**src/rtl/core/level_meter_peak_hold_assert.svh**
```systemverilog
// assertion macros for the level meter, clocked on i_clk with i_rst_n as reset
`ifndef LEVEL_METER_PEAK_HOLD_ASSERT_SVH
`define LEVEL_METER_PEAK_HOLD_ASSERT_SVH

`ifndef NO_ASSERTIONS

// consequent checked in the same cycle
`define LMPH_ASSERT_SAME(label, ante, cons) \
    label: assert property (@(posedge i_clk) disable iff (!i_rst_n) (ante) |-> (cons)) \
        else $error("level meter check failed");

// consequent checked in the next cycle
`define LMPH_ASSERT_NEXT(label, ante, cons) \
    label: assert property (@(posedge i_clk) disable iff (!i_rst_n) (ante) |=> (cons)) \
        else $error("level meter check failed");

`else

`define LMPH_ASSERT_SAME(label, ante, cons)
`define LMPH_ASSERT_NEXT(label, ante, cons)

`endif

`endif

```
**src/rtl/core/lmph_pkg.sv**
```systemverilog
`default_nettype none

package lmph_pkg;

    // field widths
    localparam int LEVEL_W    = 16;
    localparam int HEIGHT_W   = 12;
    localparam int FACTOR_W   = 16;
    localparam int CFG_DATA_W = 16;
    localparam int CFG_IDX_W  = 3;

    // stream widths, padded to whole bytes
    localparam int IN_TDATA_W  = ((LEVEL_W + 7) / 8) * 8;
    localparam int OUT_BITS    = 2 * HEIGHT_W + 2;
    localparam int OUT_TDATA_W = ((OUT_BITS + 7) / 8) * 8;

    // shared multiplier operand widths
    localparam int SQ_W    = 2 * HEIGHT_W;
    localparam int MUL_A_W = (LEVEL_W > SQ_W) ? LEVEL_W : SQ_W;
    localparam int MUL_B_W = (LEVEL_W > FACTOR_W) ? LEVEL_W : FACTOR_W;
    localparam int PROD_W  = MUL_A_W + MUL_B_W;

    // full scale 1.0 in level format
    localparam logic [LEVEL_W-1:0] LEVEL_ONE = LEVEL_W'(1) << (LEVEL_W - 1);

    // operation carried in tuser
    localparam logic FUNC_SAMPLE = 1'b0;
    localparam logic FUNC_TICK   = 1'b1;

    // register indexes
    localparam logic [CFG_IDX_W-1:0] CFG_FALL_FACTOR  = 3'd0;
    localparam logic [CFG_IDX_W-1:0] CFG_DECAY_FACTOR = 3'd1;
    localparam logic [CFG_IDX_W-1:0] CFG_PEAK_STEP    = 3'd2;
    localparam logic [CFG_IDX_W-1:0] CFG_FLOOR        = 3'd3;
    localparam logic [CFG_IDX_W-1:0] CFG_HEIGHT       = 3'd4;

    // register reset values
    localparam logic [FACTOR_W-1:0] RST_FALL_FACTOR  = 16'd58982;
    localparam logic [FACTOR_W-1:0] RST_DECAY_FACTOR = 16'd62259;
    localparam logic [LEVEL_W-1:0]  RST_PEAK_STEP    = LEVEL_W'(164);
    localparam logic [LEVEL_W-1:0]  RST_FLOOR        = LEVEL_W'(33);
    localparam logic [HEIGHT_W-1:0] RST_HEIGHT       = HEIGHT_W'(120);

    // sequencer states
    typedef enum logic [2:0] {
        ST_IDLE,
        ST_FALL,
        ST_DECAY,
        ST_PEAK,
        ST_SCALE,
        ST_LOAD,
        ST_ROOT,
        ST_DONE
    } t_state;

    // level limited to full scale
    function automatic logic [LEVEL_W-1:0] cap_level(input logic [LEVEL_W-1:0] level);
        return (level > LEVEL_ONE) ? LEVEL_ONE : level;
    endfunction

endpackage

`default_nettype wire

```
**src/rtl/core/level_meter_peak_hold.sv**
```systemverilog
`default_nettype none

// channel   dir  handshake                      payload
// s_axis    in   s_axis_tvalid / s_axis_tready   tuser: func, tdata: sample_level
// m_axis    out  m_axis_tvalid / m_axis_tready   tdata: fill_height, peak_row, clip, redraw
// cfg       in   i_cfg_valid / o_cfg_ready       i_cfg_index, i_cfg_data
//
// a sample transaction is taken while the sequencer is idle and gives no result
// a tick steps fall, decay and peak, then scale, load and root for the fill and again
// for the peak row, on one shared multiplier and one restoring square root stepping a bit per cycle
// s_axis_tready is high only while the sequencer is idle
// the result register lets the next transaction in while a result waits
// reset (synchronous, active low) loads register defaults and zeroes all levels

`include "level_meter_peak_hold_assert.svh"

module level_meter_peak_hold (
    input  wire logic                                i_clk,
    input  wire logic                                i_rst_n,
    // slave stream
    input  wire logic                                s_axis_tvalid,
    output logic                                     s_axis_tready,
    input  wire logic [lmph_pkg::IN_TDATA_W-1:0]     s_axis_tdata,  // [15:0] sample_level
    input  wire logic                                s_axis_tuser,  // [0] func
    // master stream
    output logic                                     m_axis_tvalid,
    input  wire logic                                m_axis_tready,
    // [11:0] fill_height, [23:12] peak_row, [24] clip, [25] redraw
    output logic [lmph_pkg::OUT_TDATA_W-1:0]         m_axis_tdata,
    // configuration writes
    input  wire logic                                i_cfg_valid,
    output logic                                     o_cfg_ready,
    input  wire logic [lmph_pkg::CFG_IDX_W-1:0]      i_cfg_index,
    input  wire logic [lmph_pkg::CFG_DATA_W-1:0]     i_cfg_data
);

    localparam int LW = lmph_pkg::LEVEL_W;
    localparam int HW = lmph_pkg::HEIGHT_W;
    localparam int SW = lmph_pkg::SQ_W;

    lmph_pkg::t_state r_state, n_state;

    // configuration registers
    logic [lmph_pkg::FACTOR_W-1:0] r_fall;
    logic [lmph_pkg::FACTOR_W-1:0] r_decay;
    logic [LW-1:0]                 r_step;
    logic [LW-1:0]                 r_floor;
    logic [HW-1:0]                 r_height;

    // meter state
    logic [LW-1:0] r_target;
    logic [LW-1:0] r_shown;
    logic [LW-1:0] r_peak;
    logic          r_changed;

    // datapath
    logic [lmph_pkg::PROD_W-1:0]  r_prod;
    logic [SW-1:0]                r_hh;
    logic                         r_phase;
    logic [SW-1:0]                r_rem;
    logic [SW-1:0]                r_res;
    logic [SW-1:0]                r_bit;
    logic [HW-1:0]                r_fill;
    logic [HW-1:0]                r_peak_root;

    // result register
    logic                              r_out_valid;
    logic [lmph_pkg::OUT_TDATA_W-1:0]  r_out_data;

    logic                          in_accept;
    logic                          out_free;
    logic [lmph_pkg::MUL_A_W-1:0]  mul_a;
    logic [lmph_pkg::MUL_B_W-1:0]  mul_b;
    logic [LW-1:0]                 sample;
    logic [LW-1:0]                 fallen;
    logic [LW-1:0]                 decayed;
    logic                          peak_neg;
    logic [LW-1:0]                 peak_diff;
    logic [SW:0]                   root_trial;
    logic                          root_take;
    logic [SW-1:0]                 root_rem;
    logic [SW-1:0]                 root_res;
    logic [HW-1:0]                 peak_row;
    logic                          clip;
    logic                          redraw;

    assign s_axis_tready = (r_state == lmph_pkg::ST_IDLE);
    assign in_accept     = s_axis_tvalid && s_axis_tready;
    assign o_cfg_ready   = 1'b1;
    assign out_free      = !r_out_valid || m_axis_tready;
    assign m_axis_tvalid = r_out_valid;
    assign m_axis_tdata  = r_out_data;
    assign sample        = s_axis_tdata[LW-1:0];

    // product slices and peak arithmetic
    assign fallen    = r_prod[LW+lmph_pkg::FACTOR_W-1:lmph_pkg::FACTOR_W];
    assign decayed   = r_prod[LW+lmph_pkg::FACTOR_W-1:lmph_pkg::FACTOR_W];
    assign peak_neg  = r_peak < r_step;
    assign peak_diff = r_peak - r_step;

    // one restoring square root step
    assign root_trial = {1'b0, r_res} + {1'b0, r_bit};
    assign root_take  = {1'b0, r_rem} >= root_trial;
    assign root_rem   = root_take ? (r_rem - root_trial[SW-1:0]) : r_rem;
    assign root_res   = root_take ? ((r_res >> 1) + r_bit) : (r_res >> 1);

    // result fields
    assign peak_row = r_height - r_peak_root;
    assign clip     = r_shown > lmph_pkg::LEVEL_ONE;
    assign redraw   = r_changed || (r_peak != '0);

    // state register
    always_ff @(posedge i_clk) begin
        if (!i_rst_n) begin
            r_state <= lmph_pkg::ST_IDLE;
        end else begin
            r_state <= n_state;
        end
    end

    // next state and multiplier operand selection
    always_comb begin
        n_state = r_state;
        mul_a   = '0;
        mul_b   = '0;
        unique case (r_state)
            lmph_pkg::ST_IDLE: begin
                if (in_accept && (s_axis_tuser == lmph_pkg::FUNC_TICK)) begin
                    n_state = lmph_pkg::ST_FALL;
                end
            end
            lmph_pkg::ST_FALL: begin
                mul_a   = lmph_pkg::MUL_A_W'(r_shown);
                mul_b   = lmph_pkg::MUL_B_W'(r_fall);
                n_state = lmph_pkg::ST_DECAY;
            end
            lmph_pkg::ST_DECAY: begin
                mul_a   = lmph_pkg::MUL_A_W'(r_target);
                mul_b   = lmph_pkg::MUL_B_W'(r_decay);
                n_state = lmph_pkg::ST_PEAK;
            end
            lmph_pkg::ST_PEAK: begin
                mul_a   = lmph_pkg::MUL_A_W'(r_height);
                mul_b   = lmph_pkg::MUL_B_W'(r_height);
                n_state = lmph_pkg::ST_SCALE;
            end
            lmph_pkg::ST_SCALE: begin
                if (r_phase) begin
                    mul_a = lmph_pkg::MUL_A_W'(r_hh);
                    mul_b = lmph_pkg::MUL_B_W'(lmph_pkg::cap_level(r_peak));
                end else begin
                    mul_a = lmph_pkg::MUL_A_W'(r_prod[SW-1:0]);
                    mul_b = lmph_pkg::MUL_B_W'(lmph_pkg::cap_level(r_shown));
                end
                n_state = lmph_pkg::ST_LOAD;
            end
            lmph_pkg::ST_LOAD: begin
                n_state = lmph_pkg::ST_ROOT;
            end
            lmph_pkg::ST_ROOT: begin
                if (r_bit[0]) begin
                    n_state = r_phase ? lmph_pkg::ST_DONE : lmph_pkg::ST_SCALE;
                end
            end
            lmph_pkg::ST_DONE: begin
                if (out_free) begin
                    n_state = lmph_pkg::ST_IDLE;
                end
            end
            default: begin
                n_state = lmph_pkg::ST_IDLE;
            end
        endcase
    end

    // configuration writes
    always_ff @(posedge i_clk) begin
        if (!i_rst_n) begin
            r_fall   <= lmph_pkg::RST_FALL_FACTOR;
            r_decay  <= lmph_pkg::RST_DECAY_FACTOR;
            r_step   <= lmph_pkg::RST_PEAK_STEP;
            r_floor  <= lmph_pkg::RST_FLOOR;
            r_height <= lmph_pkg::RST_HEIGHT;
        end else if (i_cfg_valid && o_cfg_ready) begin
            unique case (i_cfg_index)
                lmph_pkg::CFG_FALL_FACTOR:  r_fall   <= i_cfg_data;
                lmph_pkg::CFG_DECAY_FACTOR: r_decay  <= i_cfg_data;
                lmph_pkg::CFG_PEAK_STEP:    r_step   <= LW'(i_cfg_data);
                lmph_pkg::CFG_FLOOR:        r_floor  <= LW'(i_cfg_data);
                lmph_pkg::CFG_HEIGHT:       r_height <= HW'(i_cfg_data);
                default: begin
                end
            endcase
        end
    end

    // meter levels
    always_ff @(posedge i_clk) begin
        if (!i_rst_n) begin
            r_target  <= '0;
            r_shown   <= '0;
            r_peak    <= '0;
            r_changed <= 1'b0;
        end else begin
            unique case (r_state)
                lmph_pkg::ST_IDLE: begin
                    if (in_accept && (s_axis_tuser == lmph_pkg::FUNC_SAMPLE)
                        && (sample > r_target)) begin
                        r_target <= sample;
                    end
                    if (in_accept && (s_axis_tuser == lmph_pkg::FUNC_TICK)) begin
                        r_changed <= 1'b0;
                    end
                end
                // shown level falls by the factor or jumps up to the target
                lmph_pkg::ST_DECAY: begin
                    if (r_shown > r_target) begin
                        r_shown   <= (fallen < r_target) ? r_target : fallen;
                        r_changed <= 1'b1;
                    end else if (r_shown < r_target) begin
                        r_shown   <= r_target;
                        r_changed <= 1'b1;
                    end
                end
                // target decay with silence floor, peak step with pull-up
                lmph_pkg::ST_PEAK: begin
                    r_target <= (decayed < r_floor) ? '0 : decayed;
                    r_peak   <= (peak_neg || (r_shown >= peak_diff)) ? r_shown : peak_diff;
                end
                default: begin
                end
            endcase
        end
    end

    // shared multiplier and square root datapath
    always_ff @(posedge i_clk) begin
        r_prod <= mul_a * mul_b;
        unique case (r_state)
            lmph_pkg::ST_PEAK: begin
                r_phase <= 1'b0;
            end
            lmph_pkg::ST_SCALE: begin
                if (!r_phase) begin
                    r_hh <= r_prod[SW-1:0];
                end
            end
            lmph_pkg::ST_LOAD: begin
                r_rem <= r_prod[SW+LW-2:LW-1];
                r_res <= '0;
                r_bit <= SW'(1) << (SW - 2);
            end
            lmph_pkg::ST_ROOT: begin
                r_rem <= root_rem;
                r_res <= root_res;
                r_bit <= r_bit >> 2;
                if (r_bit[0]) begin
                    if (r_phase) begin
                        r_peak_root <= root_res[HW-1:0];
                    end else begin
                        r_fill  <= root_res[HW-1:0];
                        r_phase <= 1'b1;
                    end
                end
            end
            default: begin
            end
        endcase
    end

    // result register
    always_ff @(posedge i_clk) begin
        if (!i_rst_n) begin
            r_out_valid <= 1'b0;
        end else if ((r_state == lmph_pkg::ST_DONE) && out_free) begin
            r_out_valid <= 1'b1;
        end else if (m_axis_tready) begin
            r_out_valid <= 1'b0;
        end
    end

    always_ff @(posedge i_clk) begin
        if ((r_state == lmph_pkg::ST_DONE) && out_free) begin
            r_out_data <= lmph_pkg::OUT_TDATA_W'({redraw, clip, peak_row, r_fill});
        end
    end

    // checks
    `LMPH_ASSERT_NEXT(a_sample_kept, in_accept && (s_axis_tuser == lmph_pkg::FUNC_SAMPLE), r_target >= $past(sample))
    `LMPH_ASSERT_NEXT(a_shown_floor, r_state == lmph_pkg::ST_DECAY, r_shown >= $past(r_target))
    `LMPH_ASSERT_SAME(a_root_bit, r_state == lmph_pkg::ST_ROOT, $onehot(r_bit))
    `LMPH_ASSERT_SAME(a_load_from_done, $rose(r_out_valid), $past(r_state) == lmph_pkg::ST_DONE)
    `LMPH_ASSERT_SAME(a_fill_bound, r_out_valid, r_out_data[HW-1:0] <= r_height)

endmodule

`default_nettype wire

```
**config.mk**
```make
export PLATFORM = sky130hd
export DESIGN_NAME = level_meter_peak_hold
export DESIGN_NICKNAME = d
export VERILOG_FILES = /design/src/rtl/core/lmph_pkg.sv /design/src/rtl/core/level_meter_peak_hold.sv
export VERILOG_INCLUDE_DIRS = /design/src /design/src/rtl/core
export SDC_FILE = /design/constraint.sdc
export NUM_CORES = 2
export LEC_CHECK = 0
export BUFFER_PORTS_ARGS = -buffer_cell sky130_fd_sc_hd__buf_2
export CAP_MARGIN = 10
export CORE_AREA = 3 3 260 262
export DETAILED_ROUTE_END_ITERATION = 8
export DIE_AREA = 0 0 263 265
export HOLD_SLACK_MARGIN = 0.12
export SLEW_MARGIN = 20
export SYNTH_ARGS = -nofsm -noshare
export SYNTH_HDL_FRONTEND = slang
export SYNTH_SLANG_ARGS = --single-unit
```
**constraint.sdc**
```tcl
create_clock -name i_clk -period 19.7 [get_ports i_clk]
set_clock_uncertainty 0.1 [all_clocks]
set_input_delay 0.985 -clock i_clk [delete_from_list [all_inputs] [get_ports i_clk]]
set_output_delay 0.985 -clock i_clk [all_outputs]
set_load 0.01 [all_outputs]
```
* Yosys cells after proc, flatten, opt, wreduce, memory -nomap -nowiden
Index checks and enable logic that the tools add are counted.
** Word-level totals
- Word-level logic and storage cells :: 117
- Output and inout bits :: 35
- Bits in read-only memories :: 0
- Latch bits :: 0
- Input bits :: 41
- Memories :: 0
- Register bits after elaboration :: 315
- Memory bits (writable) :: 0
** Operators by class
- Divide/modulo/power cells :: 0
- Reductions and logical operators :: 31
- Equal/unequal tests :: 17
- $mul :: 1
- Magnitude comparators :: 10
- Bitwise operators :: 2
- Shifts and indexed selects :: 0
- Add/subtract/negate cells :: 5
- Muxes and demuxes :: 31
** Operators by type and width (number)
- two-way mux 16 bit :: 9
- case mux 24 bit (2 select lines) :: 3
- case mux 24 bit (4 select lines) :: 1
- two-way mux 24 bit :: 3
- less-than comparator 16 bit :: 4
- case mux 16 bit (4 select lines) :: 1
- multiplier 24 x 16 -> 39 bit :: 1
- > comparator 16 bit :: 2
- > comparator 16 bit (second input constant) :: 2
- case mux 16 bit (2 select lines) :: 1
- adder 24 x 24 -> 25 bit :: 1
- >= comparator 24 x 25 -> 1 bit :: 1
- adder 23 x 24 -> 24 bit :: 1
- case mux 3 bit (8 select lines) :: 1
- subtractor 24 bit :: 1
- AND reduction 2 bit :: 9
- >= comparator 16 bit :: 1
- nonzero test 16 bit :: 1
- subtractor 16 bit :: 1
- == test 3 bit (second input constant) :: 5
- == test 3 x 2 -> 1 bit (second input constant) :: 4
- AND reduction 3 bit :: 4
- nonzero test 2 bit :: 6
- subtractor 12 bit :: 1
- 13 further kinds :: 33

* Logic depth before layout (Yosys ltp)
- Depth in word-level cells :: 6
- Gate-level depth with buffers :: 32

* Worst setup path after synthesis
Ideal clock, no wire load.
- Path type :: register -> register
- Start point :: reg r_state[1]
- End point :: reg r_prod[29] in the netlist's numbering
- Clock period less this slack :: 7.329 ns
- Path slack :: 12.371 ns
- Arrival time :: 7.157 ns
- Buffers on the path :: 2
- Cell stages (with the launch flop) :: 29
- Cell sequence :: dfxtp_1 > buf_2 > nor2_1 > nand2_1 > inv_1 > buf_4 > a22o_1 > a221oi_1 > nor2_1 > fa_1 > inv_1 > fa_1 > fa_1 > fa_1 > inv_1 > fa_1 > inv_1 > fa_1 > inv_1 > ha_1 > a41o_1 > a221oi_2 > a21boi_2 > o211ai_1 > a41o_1 > a31oi_2 > o21bai_1 > a21oi_1 > xnor2_1
** On the way
- Longest elaborated chain between the ends :: 3
** Ends and longest elaborated chain
- start, declared :: line level_meter_peak_hold.sv:41 : lmph_pkg::t_state r_state, n_state;
- start signal, assigned :: line level_meter_peak_hold.sv:115 : r_state <= lmph_pkg::ST_IDLE;
- start signal, assigned :: line level_meter_peak_hold.sv:117 : r_state <= n_state;
- == test 3 bit, or another cell as far along :: line level_meter_peak_hold.sv:126 : unique case (r_state)
- case mux 24 bit (4 select lines) or case mux 16 bit (4 select lines) (tied branches) :: line level_meter_peak_hold.sv:126
- multiplier 24 x 16 -> 39 bit (*) :: line level_meter_peak_hold.sv:238 : r_prod <= mul_a * mul_b;
- end signal, assigned :: line level_meter_peak_hold.sv:238
- end, declared :: line level_meter_peak_hold.sv:57 : logic [lmph_pkg::PROD_W-1:0] r_prod;
Mark *: on every way between the ends. The rest lies on a longest branch, timed or not.
A chain may end at the register's enable or synchronous reset.

* Worst setup path after layout
- Start point :: reg r_state[1]
- End point :: reg r_prod[31] in the netlist's numbering
The elaborated chain is that of the path after synthesis.

==> impl_metrics.env <==
export IMPL_clock_latency_ns=0.54
export IMPL_reg2reg_slack_ns=10.11
export IMPL_setup_slack_ns=10.11
export IMPL_rows=94
export IMPL_path_max_fanout=55
export IMPL_grt_usage=0.2636
export IMPL_synth_most_common_cell="nand2_1"
export IMPL_ys_types=81
export IMPL_hold_viol=0
export IMPL_netlist_area_leader_share=0.2101
export IMPL_routedWlPerCell_um=22.36
export IMPL_ir_drop_mv=0.05034
export IMPL_synthArstFlopShare=0
export IMPL_hpwl_mm=72.01
export IMPL_drtIter0Drc=2143
export IMPL_grt_start_max_net_pins=63
export IMPL_nFillCells=6205
export IMPL_tightest_slew_ns=1.174
export IMPL_maxCapViolations=0
export IMPL_first_global_vias=24620
export IMPL_syn_area_per_cell_um2=8.976
export IMPL_hold_buffers=0
export IMPL_dieHeight_um=265
export IMPL_setup_violations=0
export IMPL_post_cts_buffers=0
export IMPL_place_ws_ns=10.26
export IMPL_antenna_cells=0
export IMPL_die_area_um2=69700
export IMPL_clk_path_buf_depth=3
export IMPL_ys_flop_type="dfxtp_1"
export IMPL_crit_path_start_kind="flop"
export IMPL_reg2reg_from="r_state[1]$_SDFFE_PN0P_"
export IMPL_cts_clk_slew_worst_paths_ns=0.06
export IMPL_synth_cells=3270
export IMPL_r2r_end="r_prod[31]$_DFF_P_"
export IMPL_dpl_cell_area_um2=30490
export IMPL_synth_area_um2=29350
export IMPL_ctsResizeCount=0
export IMPL_power_mw=1.713
export IMPL_max_freq_mhz=104.3
export IMPL_period_minus_slack_ns=9.590
export IMPL_synth_area_top_cells="fa_1 (21%), edfxtp_1 (14%), dfxtp_1 (11%)"
export IMPL_gp_congestion=0.9670
export IMPL_dr_total_vias=24050
export IMPL_initial_utilization=0.4472
export IMPL_chipWidth_um=263
export IMPL_critPathLaunch="r_state[1]$_SDFFE_PN0P_"
export IMPL_grt_remaining_overflow=0
export IMPL_root_buffer="clkbuf_16"
export IMPL_ys_seq_elements=303
export IMPL_nets=3873
export IMPL_worst_endpoint_required_ns=20.06
export IMPL_syn_to_final_growth_pct=7.848
export IMPL_ios=76
export IMPL_rr_worst_depth=25
export IMPL_first_pass_iters=5
export IMPL_drc=0
export IMPL_antenna_found_initial=1
export IMPL_synth_edf_count=135
export IMPL_synth_top_area_cell="fa_1"
export IMPL_utilization=0.4823
export IMPL_cp_arrival_ns=9.95
export IMPL_cts_sinks=303
export IMPL_run_status="finished, final reports clean"
export IMPL_drive_gt1_frac=0.08158
export IMPL_setup_tns_final_ns=0
export IMPL_yosysSeqAreaShare=0.2527
export IMPL_numCtsBuffers=35
export IMPL_port_buffers=68
export IMPL_cts_tree="done"
export IMPL_grt_setup_unrepaired="no"
export IMPL_hold_ws_ns=0.3211
export IMPL_antenna_left=0
export IMPL_slew_viol_final=0
export IMPL_slew_headroom=0.2175
export IMPL_drt_total_wl_mm=92.77
export IMPL_htreeDepth=2
export IMPL_path_class="flop to flop"
export IMPL_core_area_um2=65630
export IMPL_via_per_inst=5.796
export IMPL_critPathCaptureType="flop"
export IMPL_endpoint="r_prod[31]$_DFF_P_"
export IMPL_worstHoldPathType="flop to flop"
export IMPL_dpl_cell_count=4088
export IMPL_yosys_warnings=0
export IMPL_fin_crit_sh=0.4868
export IMPL_finalInstanceArea_um2=31660
export IMPL_p_leak_nw=13.86
export IMPL_layout_cells_non_filler=4149
export IMPL_powerDensity_nw_per_um2=54.13
export IMPL_synth_common_cells="nand2_1 (482), inv_1 (421), fa_1 (308)"
export IMPL_grt_pass1_wl_mm=143.5
-- cell type report --
class | count | area (µm²) | area share
repair buffers | 102 | 593.1 | 0.01874
clock inverters | 14 | 198.9 | 0.006285
well taps | 864 | 1081 | 0.03415
inverters | 422 | 1584 | 0.05004
multi-input cells | 2397 | 19820 | 0.6260
clock buffers | 47 | 963.4 | 0.03043
flip-flops and latches | 303 | 7418 | 0.2343
-- layout by cell type (no fill, tap or decap), types with 51 or more instances in the layout --
master	n
nor2_1	297
edfxtp_1	135
fa_1	308
a21oi_1	147
dfxtp_1	167
buf_2	69
nand3_1	65
nand2_1	481
o21ai_0	84
inv_1	419
xor2_1	51
ha_1	263
a21o_1	52
xnor2_1	60
-- worst max-delay path, stage by stage (launching register included) --
cell and delay [ns]:
dfxtp_1 0.56, nor2_1 0.72, nand2_1 0.67, inv_2 1.00, a22o_1 0.32, a221o_1 0.52, nand2_1 0.17, fa_1 0.54
fa_1 0.52, fa_1 0.51, inv_1 0.05, fa_1 0.49, fa_1 0.49, inv_1 0.05, fa_1 0.47, inv_1 0.04
ha_1 0.34, a41o_1 0.21, a221oi_2 0.30, a21boi_2 0.28, o211ai_1 0.15, a41o_1 0.31, a31oi_2 0.26, o21ai_1 0.10
a21oi_1 0.19, xnor2_1 0.13
-- state kept, by name (all words and copies together) (netlist names), 12 cells and up --
signal / count
m_axis_tdata: 26
r_bit: 12
r_decay: 16
r_fall: 16
r_fill: 12
r_floor: 16
r_height: 12
r_hh: 24
r_peak: 16
r_peak_root: 12
r_prod: 39
r_rem: 24
r_res: 24
r_shown: 16
r_step: 16
r_target: 16
-- cell families (layout without fill, tap and decap cells) --
family,Yosys count,count (layout),synth area share
AO/OA/AOI/OAI,606,606,0.1434
XOR/XNOR,111,111,0.03312
adder cells (fa/ha/maj),571,571,0.3222
buffers and inverters,575,585,0.07583
flip-flops,303,303,0.2527
multiplexers,43,43,0.01628
other,2,7,0.0002559
AND/OR/NAND/NOR,1059,1059,0.1562
-- layer usage --
metal / vias up / share of wire / global-route usage
met5: - / 0 / 0
met4: 0 / 0.038 / 0.09090
met3: 192 / 0.077 / 0.04585
met2: 989 / 0.45 / 0.4207
met1: 11940 / 0.43 / 0.3636
li1: 10930 / - / -
-- power by group --
group	total (mW)	switching (mW)	internal, mW
Sequential	0.723	0.0474	0.675
Clock	0.670	0.281	0.390
Combinational	0.321	0.207	0.113
Total	1.71	0.535	1.18
-- worst min path at each step --
stage / start / endpoint / cells after the start / slack (ns)
5_1_grt: r_fill[3]$_DFFE_PP_ / m_axis_tdata[3]$_DFFE_PP_ / 0 / 0.32
4_1_cts: r_fill[3]$_DFFE_PP_ / m_axis_tdata[3]$_DFFE_PP_ / 0 / 0.32
3_3_place_gp: r_fill[9]$_DFFE_PP_ / m_axis_tdata[9]$_DFFE_PP_ / 0 / 0.31
6_report: r_fill[3]$_DFFE_PP_ / m_axis_tdata[3]$_DFFE_PP_ / 0 / 0.32
3_5_place_dp: r_fill[3]$_DFFE_PP_ / m_axis_tdata[3]$_DFFE_PP_ / 0 / 0.31
2_1_floorplan: r_fill[0]$_DFFE_PP_ / m_axis_tdata[0]$_DFFE_PP_ / 0 / 0.30
(Power assumes the default switching activity.)
